--- config.mk ---
export PLATFORM = sky130hd
export DESIGN_NAME = gcaa_ram
export DESIGN_NICKNAME = d
export VERILOG_FILES = /design/src/sv/gcaa_ram.sv
export SDC_FILE = /design/constraint.sdc
export NUM_CORES = 1
export LEC_CHECK = 0
export BUFFER_PORTS_ARGS = -buffer_cell sky130_fd_sc_hd__buf_4
export CELL_PAD_IN_SITES_DETAIL_PLACEMENT = 0
export CELL_PAD_IN_SITES_GLOBAL_PLACEMENT = 1
export CORE_MARGIN = 2
export CORE_UTILIZATION = 35
export CTS_BUF_LIST = sky130_fd_sc_hd__clkbuf_16
export DETAILED_ROUTE_END_ITERATION = 6
export GPL_TIMING_DRIVEN = 1
export HOLD_SLACK_MARGIN = 0.02
export PLACE_DENSITY_LB_ADDON = 0.05
export SLEW_MARGIN = 20
export SYNTH_ARGS = -nofsm -noshare
export SYNTH_HDL_FRONTEND = slang
export SYNTH_SLANG_ARGS = --single-unit
--- constraint.sdc ---
create_clock -name clock -period 3.29 [get_ports clock]
set_input_delay 0.658 -clock clock [delete_from_list [all_inputs] [get_ports clock]]
set_output_delay 0.658 -clock clock [all_outputs]
set_load 0.02 [all_outputs]
--- src/sv/gcaa_ram.sv ---
`timescale 1ns / 1ps
module gcaa_ram #(
   parameter int WIDTH = 8,
   parameter int DEPTH = 16
) (
   input  logic                     clock,
   input  logic                     wr_en,
   input  logic [$clog2(DEPTH)-1:0] wr_addr,
   input  logic [WIDTH-1:0]         wr_data,
   input  logic [$clog2(DEPTH)-1:0] rd_addr,
   output logic [WIDTH-1:0]         rd_data
);
   logic [WIDTH-1:0] mem_ff [DEPTH];
   logic [WIDTH-1:0] rd_ff;

   always_ff @(posedge clock) begin
      if (wr_en) begin
         mem_ff[wr_addr] <= wr_data;
      end
      rd_ff <= mem_ff[rd_addr];
   end

   assign rd_data = rd_ff;
endmodule

==> results.md <==
- P_leak: 2.10 nW
- Via count: 2,375
- Setup TNS: 0 ns
- WL per Instance: 23.1 um
- Fillers: 1,273
- CTS HTree Levels: 4
- Finished Layout Cells: 473
- Placed cells: 442
- Synthesis Warnings: 0
- CP arrival: 1.97 ns
- Net Count, Synth: 247
- Core Area: 14,400 um2
- Final Power: 4.13 mW
- Commonest non-fill, non-tap cell in the layout: edfxtp_1
- Number of port buffers: 25
- First-pass GRT wire length: 16,700 um
- Worst-path clk slew: 0.05 ns
- Final min period: 1.93 ns
- WL final: 10,900 um
- Share of cells above drive strength 1: 29.1%
- I/O Pins: 26
- Tightest hold margin: 0.554 ns
- Fin. max-slew vios: 0
- # setup viols final: 0
- Post-Synthesis Cells: 229
- Clk_lat worst skew: 0.41 ns
- TritonRoute pass-1 iters: 4
- GRT Total Usage: 15.4%
- Dpl hpwl: 6860 um
- CP Max Fanout: 8
- 1st-iter DRT viols: 215
- Max clock buf depth: 2
- Top cell type's share of synthesized area: 74.7%
- DR vias/cell: 5.02
- Status: finished, final reports clean
- Num Clock Sinks: 136
- GR peak layer: met2
- Cell area after synthesis: 5150 um2
- Dpl ws: 0.882 ns
- Site Rows: 44
- Cells resized by post-CTS repair: 0
- CP startpoint kind: primary input
- Chip Height: 125 um
- Worst VDD drop: 0.319 mV
- CTS Hold Bufs: 0
- RSZ-0062 raised after global routing: false
- Met1 GRT Util: 20.7%
- Most frequent cells in the layout: edfxtp_1 (128), buf_4 (39), mux4_2 (18), clkbuf_16 (17), a22oi_1 (16)
- Critical path endpoint category: flip-flop
- Leading area contributor after synthesis: edfxtp_1
- Final Cell Area: 6200 um2
- WP data required: 3.33 ns
- GRT met2 Usage: 23.8%
- Vias in the first global route: 2,578
- Die ar.: 15,700 um2
- Total grt overflow: 0
- Hold/Removal Path Class: in2reg
- Post-route setup slack: 1.36 ns
- Final Hold Viols: 0
- Gpl congestion: 0.710
- Die width: 125 um
- Area contributors post-synth: edfxtp_1 (75%), mux4_2 (7.9%), mux4_1 (7.1%), dfxtp_1 (3.1%), a22oi_1 (2.3%)
- P&R area growth vs syn: 20.4%
- Clock skew: 0.00605 ns
- Distinct cells, synth: 19
- Initial core utilization: 35.7%
- Residual DRC count: 0
- Seq cells post-synth: 136
- Worst relative slew slack: 41.1%
- Mean Syn Cell Area: 22.5 um2
- Pwr Density: 666 nW/um2
- Final core utilization: 43.0%
- CTS tree: yes
- Diode count: 0
- Clk root buf: clkbuf_16
- Layout Nets: 295
- Setup CP Type: in2reg
- Max-capacitance violation count: 0
- Final antenna-violating net count: 0
- Worst Max-Slew Pin Slew: 0.881 ns
- Tcrit/Tclk final: 58.7%
- Fmax achieved: 518 MHz
- Initial antenna violation count: 0
- Placed cell area: 5580 um2
- Post-synthesis sequential area ratio: 77.8%
- Largest net degree at the start of global routing: 33
- Cts bufs inserted: 17
- Post-CTS setup buffers: 0
- M3 GR Usage: 4.62%
synthesized netlist by cell type:
cell / n
buf_6: 3
and2b_1: 1
nor3_1: 4
mux4_1: 14
clkdlybuf4s25_2: 3
or3b_2: 1
nand3_1: 1
nand2b_1: 2
buf_4: 1
nor2_1: 13
mux4_2: 18
buf_2: 3
a22oi_1: 16
edfxtp_1: 128
dfxtp_1: 8
and2_1: 1
nand2_1: 9
nor2b_1: 1
nand3b_1: 2
logic make-up after synthesis:
logic type,synth area share (%)
buffers and inverters,1.68
AO/OA/AOI/OAI,2.33
AND/OR/NAND/NOR,3.18
flip-flops,77.8
multiplexers,15.0
state kept, by name, indices dropped and copies added (netlist names):
| signal | cells |
|---|---|
| mem_ff | 128 |
| rd_data | 8 |
layer usage:
metal	vias up	share of wire (%)
li1	1067	-
met1	1243	47
met2	48	48
met3	17	2.9
met4	0	1.7
met5	-	0
power breakdown:
group	switching, mW	total, mW	internal, mW
sequential	0.0151	1.95	1.94
combinational	0.116	0.200	0.0842
clock	0.655	1.97	1.32
final timing paths:
kind | from | to | slack [ns] | cells past startpoint
hold reg to reg | mem_ff[12][2]$_DFFE_PP_ | rd_data[2]$_DFF_P_ | 0.67 | 3
setup / recovery | wr_addr[2] | mem_ff[2][7]$_DFFE_PP_ | 1.36 | 3
hold / removal | wr_data[5] | mem_ff[1][5]$_DFFE_PP_ | 0.55 | 1
setup reg to reg | mem_ff[1][3]$_DFFE_PP_ | rd_data[3]$_DFF_P_ | 1.87 | 3
worst max-delay path, stage by stage:
cell and delay, ns:
buf_4 0.12, or3b_2 0.52, nor2_1 0.67
layout make-up:
cell class	instances	area (um2)	share of cell area [%]
Tap cell	184	230	3.71
Sequential cell	136	4000	64.6
Clock buffer	17	425	6.86
Multi-Input combinational cell	83	1060	17.1
Clock inverter	14	189	3.05
Timing Repair Buffer	39	293	4.72
Note: power is estimated with default switching activity, not from simulation.
