<file path="config.mk">
export PLATFORM = sky130hd
export DESIGN_NAME = gcaa_front
export DESIGN_NICKNAME = d
export VERILOG_FILES = /design/src/sv/gcaa_pkg.sv /design/src/sv/gcaa_front.sv
export SDC_FILE = /design/constraint.sdc
export NUM_CORES = 1
export LEC_CHECK = 0
export BUFFER_PORTS_ARGS = -buffer_cell sky130_fd_sc_hd__buf_2
export CORE_ASPECT_RATIO = 2
export CORE_UTILIZATION = 39
export CTS_CLUSTER_SIZE = 8
export DETAILED_ROUTE_END_ITERATION = 10
export GPL_ROUTABILITY_DRIVEN = 1
export MAX_ROUTING_LAYER = met4
export PLACE_DENSITY_LB_ADDON = 0.05
export SLEW_MARGIN = 10
export SYNTH_ARGS = -nofsm -noshare
export SYNTH_HDL_FRONTEND = slang
export SYNTH_SLANG_ARGS = --single-unit
export TNS_END_PERCENT = 10
</file>
<file path="constraint.sdc">
create_clock -name clock -period 3.5 [get_ports clock]
set_clock_uncertainty 0.15 [all_clocks]
set_input_delay 0.175 -clock clock [delete_from_list [all_inputs] [get_ports clock]]
set_output_delay 0.175 -clock clock [all_outputs]
set_load 0.01 [all_outputs]
</file>
<file path="src/sv/gcaa_pkg.sv">
`timescale 1ns / 1ps
package gcaa_pkg;
   localparam int MAX_NODES_DEF  = 64;
   localparam int MAX_TRUCKS_DEF = 8;
   localparam int DIST_BITS_DEF  = 24;
   localparam int LOAD_W = 22;
   localparam int LEN_W  = 31;
   localparam int TAB_W  = 16;
   localparam int QDEPTH = 2;

   typedef enum logic [2:0] {
      REQ_DIST   = 3'd0,
      REQ_DEMAND = 3'd1,
      REQ_CAP    = 3'd2,
      REQ_ASSIGN = 3'd3,
      REQ_REPORT = 3'd4,
      REQ_CLEAR  = 3'd5,
      REQ_RSV6   = 3'd6,
      REQ_RSV7   = 3'd7
   } req_code_type;

   typedef enum logic [1:0] {
      ST_PLACED   = 2'd0,
      ST_OVERFLOW = 2'd1,
      ST_INVALID  = 2'd2,
      ST_REPORT   = 2'd3
   } status_type;

   typedef enum logic [1:0] {
      CMD_ASSIGN  = 2'd0,
      CMD_REPORT  = 2'd1,
      CMD_CLEAR   = 2'd2,
      CMD_INVALID = 2'd3
   } cmd_type;

   typedef enum logic [3:0] {
      BK_IDLE, BK_DEM, BK_SCAN, BK_RD0, BK_RD1, BK_RD2, BK_EVAL,
      BK_UPD0, BK_UPD1, BK_UPD2, BK_RLEN, BK_REP0, BK_REP1, BK_REP2, BK_INV, BK_MOD
   } back_state_type;
endpackage

</file>
<file path="src/sv/gcaa_front.sv">
`timescale 1ns / 1ps
module gcaa_front #(
   parameter int MAX_NODES  = gcaa_pkg::MAX_NODES_DEF,
   parameter int MAX_TRUCKS = gcaa_pkg::MAX_TRUCKS_DEF,
   parameter int DIST_BITS  = gcaa_pkg::DIST_BITS_DEF
) (
   input  logic                          clock,
   input  logic                          reset,
   input  logic                          start,
   output logic                          busy,
   input  logic [2:0]                    req_type,
   input  logic [5:0]                    req_row,
   input  logic [5:0]                    req_col,
   input  logic [23:0]                   req_value,
   output logic                          dist_we,
   output logic [2*$clog2(MAX_NODES)-1:0] dist_waddr,
   output logic [DIST_BITS-1:0]          dist_wdata,
   output logic                          dem_we,
   output logic [$clog2(MAX_NODES)-1:0]  dem_waddr,
   output logic [gcaa_pkg::TAB_W-1:0]    dem_wdata,
   output logic                          cap_we,
   output logic [$clog2(MAX_TRUCKS)-1:0] cap_waddr,
   output logic [gcaa_pkg::TAB_W-1:0]    cap_wdata,
   output logic                          q_valid,
   output gcaa_pkg::cmd_type             q_cmd,
   output logic [5:0]                    q_node,
   input  logic                          q_pop,
   input  logic                          back_idle
);
   localparam int NB = $clog2(MAX_NODES);
   localparam int TB = (MAX_TRUCKS > 1) ? $clog2(MAX_TRUCKS) : 1;
   localparam int QB = $clog2(gcaa_pkg::QDEPTH);

   gcaa_pkg::cmd_type qc_ff [gcaa_pkg::QDEPTH];
   logic [5:0] qn_ff [gcaa_pkg::QDEPTH];
   logic [QB-1:0] wp_ff, rp_ff;
   logic [QB:0] cnt_ff;
   logic acc, push;
   gcaa_pkg::cmd_type pcmd;
   logic [23:0] dmax;

   assign busy = (cnt_ff == (QB+1)'(gcaa_pkg::QDEPTH)) || !back_idle;
   assign acc = start && !busy;
   assign dmax = 24'((64'd1 << DIST_BITS) - 64'd1);

   always_comb begin
      push = 1'b0;
      pcmd = gcaa_pkg::CMD_ASSIGN;
      dist_we = 1'b0;
      dem_we = 1'b0;
      cap_we = 1'b0;
      unique case (gcaa_pkg::req_code_type'(req_type))
         gcaa_pkg::REQ_DIST: begin
            dist_we = acc && (32'(req_row) < MAX_NODES) && (32'(req_col) < MAX_NODES);
         end
         gcaa_pkg::REQ_DEMAND: begin
            dem_we = acc && (32'(req_row) < MAX_NODES);
         end
         gcaa_pkg::REQ_CAP: begin
            cap_we = acc && (32'(req_row) < MAX_TRUCKS);
         end
         gcaa_pkg::REQ_ASSIGN: begin
            push = acc;
            pcmd = (req_row == 6'd0 || 32'(req_row) >= MAX_NODES) ?
                   gcaa_pkg::CMD_INVALID : gcaa_pkg::CMD_ASSIGN;
         end
         gcaa_pkg::REQ_REPORT: begin
            push = acc;
            pcmd = gcaa_pkg::CMD_REPORT;
         end
         gcaa_pkg::REQ_CLEAR: begin
            push = acc;
            pcmd = gcaa_pkg::CMD_CLEAR;
         end
         default: ;
      endcase
   end

   assign dist_waddr = {req_row[NB-1:0], req_col[NB-1:0]};
   assign dist_wdata = DIST_BITS'((req_value > dmax) ? dmax : req_value);
   assign dem_waddr = req_row[NB-1:0];
   assign dem_wdata = (req_value > 24'hFFFF) ? 16'hFFFF : req_value[15:0];
   assign cap_waddr = TB'(req_row);
   assign cap_wdata = dem_wdata;

   always_ff @(posedge clock) begin
      if (reset) begin
         wp_ff <= '0;
         rp_ff <= '0;
         cnt_ff <= '0;
      end else begin
         if (push) begin
            wp_ff <= wp_ff + 1'b1;
         end
         if (q_pop) begin
            rp_ff <= rp_ff + 1'b1;
         end
         cnt_ff <= cnt_ff + (QB+1)'(push) - (QB+1)'(q_pop);
      end
      if (push) begin
         qc_ff[wp_ff] <= pcmd;
         qn_ff[wp_ff] <= req_row;
      end
   end

   assign q_valid = cnt_ff != '0;
   assign q_cmd = qc_ff[rp_ff];
   assign q_node = qn_ff[rp_ff];
endmodule

</file>
==> impl_metrics.csv <==
group,metric,value,unit
yosys,synth_cell_types,27,
pwr,pwr-share-clk,0.272,
final_layout,drive_above_1_share,0.683,
worst_setup_path,critPathMaxFanout,5,
drt,wire_per_inst,10.7,um
global_route,grt_pass1_vias,862,
sta,worstMarginPinSlew,655,ps
global_route,antenna_found_initial,0,
final_layout,multi_input_area,438,um2
run,maxCapViolCount,0,
clock_tree,cts_tree,"done",
place,place_area,1690,um2
final_layout,seq_area,581,um2
clock_tree,insertion_delay,250,ps
clock_tree,cts_root_buffer,"clkbuf_8",
drt,wl_met1,876,um
place,io_buffers,121,
run_status,status,"finished clean",
yosys,synth-seq-area-share,0.414,
worst_setup_path,critPathKind,"in -> out",
sta,slew_viol_final,0,
sta,slew_headroom,0.562,
clock_tree,cts_buffers,3,
drt,drtAntennaViolNets,0,
drt,wl_met2,1640,um
final_layout,post-route-util,0.511,
pwr,ir_worst_vdd,0.000255,V
yosys,synth_area,1400,um2
place,gp_congestion,0.706,
clock_tree,cts_resized,0,
clock_tree,post_cts_buffers,0,
global_route,grt_pass1_wl,3730,um
worst_setup_path,cp.arrival,1590,ps
sta,finalSetupViolCount,0,
floorplanning,dieArea,3850,um2
final_layout,antenna_cells,0,
pwr,p_leak,0.000792,uW
place,dp_hpwl,2400,um
pwr,pwr-share-seq,0.511,
drt,drt_iter0_markers,15,
yosys,synth_seq_cells,21,
drt,vias,1109,
pwr,powerDensity,319,nW/um2
pwr,p_int,418,uW
sta,hold_viol,0,
final_layout,final_nets,255,
sta,fin_crit,1920,ps
final_layout,final_cell_mix,"buf_2 (121), edfxtp_1 (16), or2_1 (10)",
pwr,power_frac_comb,0.217,
final_layout,finalInstanceArea,1750,um2
yosys,syn_avg_cell_area,9.67,um2
final_layout,final_common_cell,"buf_2",
floorplanning,ios,134,
drt,viasPerCell,4.33,
floorplanning,row_count,30,
yosys,syn_nets,191,
yosys,syn_inst,145,
final_layout,fill_cells,350,
clock_tree,htreeDepth,1,
global_route,grt-ovfl-total,0,
yosys,synth_warnings,0,
floorplanning,die_w,44.4,um
drt,drt_wl_total,2740,um
final_layout,area_growth_syn_to_layout,24.5,%
sta,setup_tns,0,ps
floorplanning,die_h,86.8,um
sta,fin_crit_sh,0.548,
pwr,switching_power,139,uW
floorplanning,core,3420,um2
worst_setup_path,required,3170,ps
drt,drc,0,
drt,highest_layer,"met4",
global_route,globalRouteTotalUtil,0.132,
worst_setup_path,end_kind,"output port",
drt,dr.pass1.iters,4,
global_route,grt_start_max_net_pins,17,
sta,rsz0062_at_grt,"no",
drt,met3_length,183,um
pwr,p_sw_frac,0.250,
clock_tree,clkSinkCount,21,
clock_tree,clock_path_buffers,2,
floorplanning,initial_core_util,0.411,
worst_setup_path,start_kind,"primary input",
worst_hold_path,hp-class,"in -> reg",
sta,clock.fmax,522,MHz
clock_tree,clk_pin_slew,70,ps
## cell type report
class | instances | share of cell area
Clock buffer | 4 | 0.0258
Inverter | 2 | 0.00430
Multi-Input combinational cell | 59 | 0.251
Sequential cell | 21 | 0.332
Tap cell | 48 | 0.0344
Timing Repair Buffer | 122 | 0.352
## power by group through the flow
stage,logic (uW),registers (uW),clock network [uW]
global placement,121,290,0
CTS,122,285,153
detailed placement,122,291,0
finish,121,285,152
floorplan,86.6,286,0
global route,132,287,162
## layer usage
metal,GRT usage,vias to the layer above
met5,-,-
met4,0.0579,0
met3,0.0146,4
met2,0.262,64
met1,0.112,497
li1,-,544
## kinds of logic (layout without fill, tap and decap cells)
kind of cell               count (synthesis)  in the layout  share of synthesized area
AOI/OAI and AO/OA                          1              1                     0.0187
buffers and inverters                     65            128                      0.274
and+or+nand+nor                           45             45                      0.188
adders and majority gates                  2              2                     0.0178
DFF                                       21             21                      0.414
xor gates and xnor gates                   2              2                     0.0125
muxes                                      9              9                     0.0749
## synthesized netlist by cell type
cell | instances | area share
o2111ai_4 | 1 | 0.019
and3b_2 | 1 | 0.0071
edfxtp_1 | 16 | 0.34
dfxtp_1 | 5 | 0.071
xor2_1 | 1 | 0.0062
nor4_1 | 3 | 0.013
or2_2 | 7 | 0.031
xnor2_1 | 1 | 0.0062
clkbuf_1 | 25 | 0.067
ha_1 | 2 | 0.018
or2b_1 | 1 | 0.0054
nor3_1 | 2 | 0.0071
nand2_1 | 5 | 0.013
or2_1 | 10 | 0.045
and2_1 | 1 | 0.0045
and2b_1 | 1 | 0.0054
nand4b_1 | 1 | 0.0062
buf_4 | 37 | 0.20
mux2_2 | 8 | 0.064
nor2_1 | 7 | 0.019
nor4b_1 | 3 | 0.019
inv_1 | 2 | 0.0054
mux2_4 | 1 | 0.011
nor2b_1 | 1 | 0.0045
buf_2 | 1 | 0.0036
nand2b_1 | 1 | 0.0045
nand3_1 | 1 | 0.0036
## path summary, 6_finish.rpt
| check | start | end | slack, ps | depth (start not counted) |
|---|---|---|---|---|
| hold / removal | req_row[3] | qn_ff[1][3]$_DFFE_PP_ | 2 | 1 |
| setup reg to reg | cnt_ff[0]$_SDFF_PP0_ | cnt_ff[1]$_SDFF_PP0_ | 1610 | 8 |
| hold reg to reg | rp_ff$_SDFFE_PP0P_ | flip-flop | 360 | 2 |
| setup / recovery | req_row[4] | cap_we | 1580 | 5 |
## flip-flops by register name, indices dropped and copies added, names as in the netlist, named ones only
register / cells
cnt_ff: 2
qc_ff: 4
qn_ff: 12
rp_ff: 1
wp_ff: 1
## worst max-delay path, stage by stage
cell           delay, ps
dlygate4sd3_1        530
buf_2                140
nor4b_1              300
nor4b_1              260
buf_2                180
## repair_timing
item | 4_1_cts | 5_1_grt
endpoints found under the hold margin | 0 | 2
hold buffers | 0 | 1
setup endpoints to repair | 0 | 0
## per-stage QoR
| step | hold slack [ps] | power [uW] | std cells | setup WS [ps] |
|---|---|---|---|---|
| finish | 2.38 | 558 | 256 | 1580 |
| global route | 3.94 | 581 | 256 | 1410 |
| CTS | 0.959 | 561 | 255 | 1570 |
| detailed placement | 200 | 413 | 251 | 1560 |
| global placement | 200 | 411 | 251 | 1630 |
| floorplan | 96.6 | 373 | 145 | 1740 |
No activity file was read; power rests on OpenSTA's default activity.
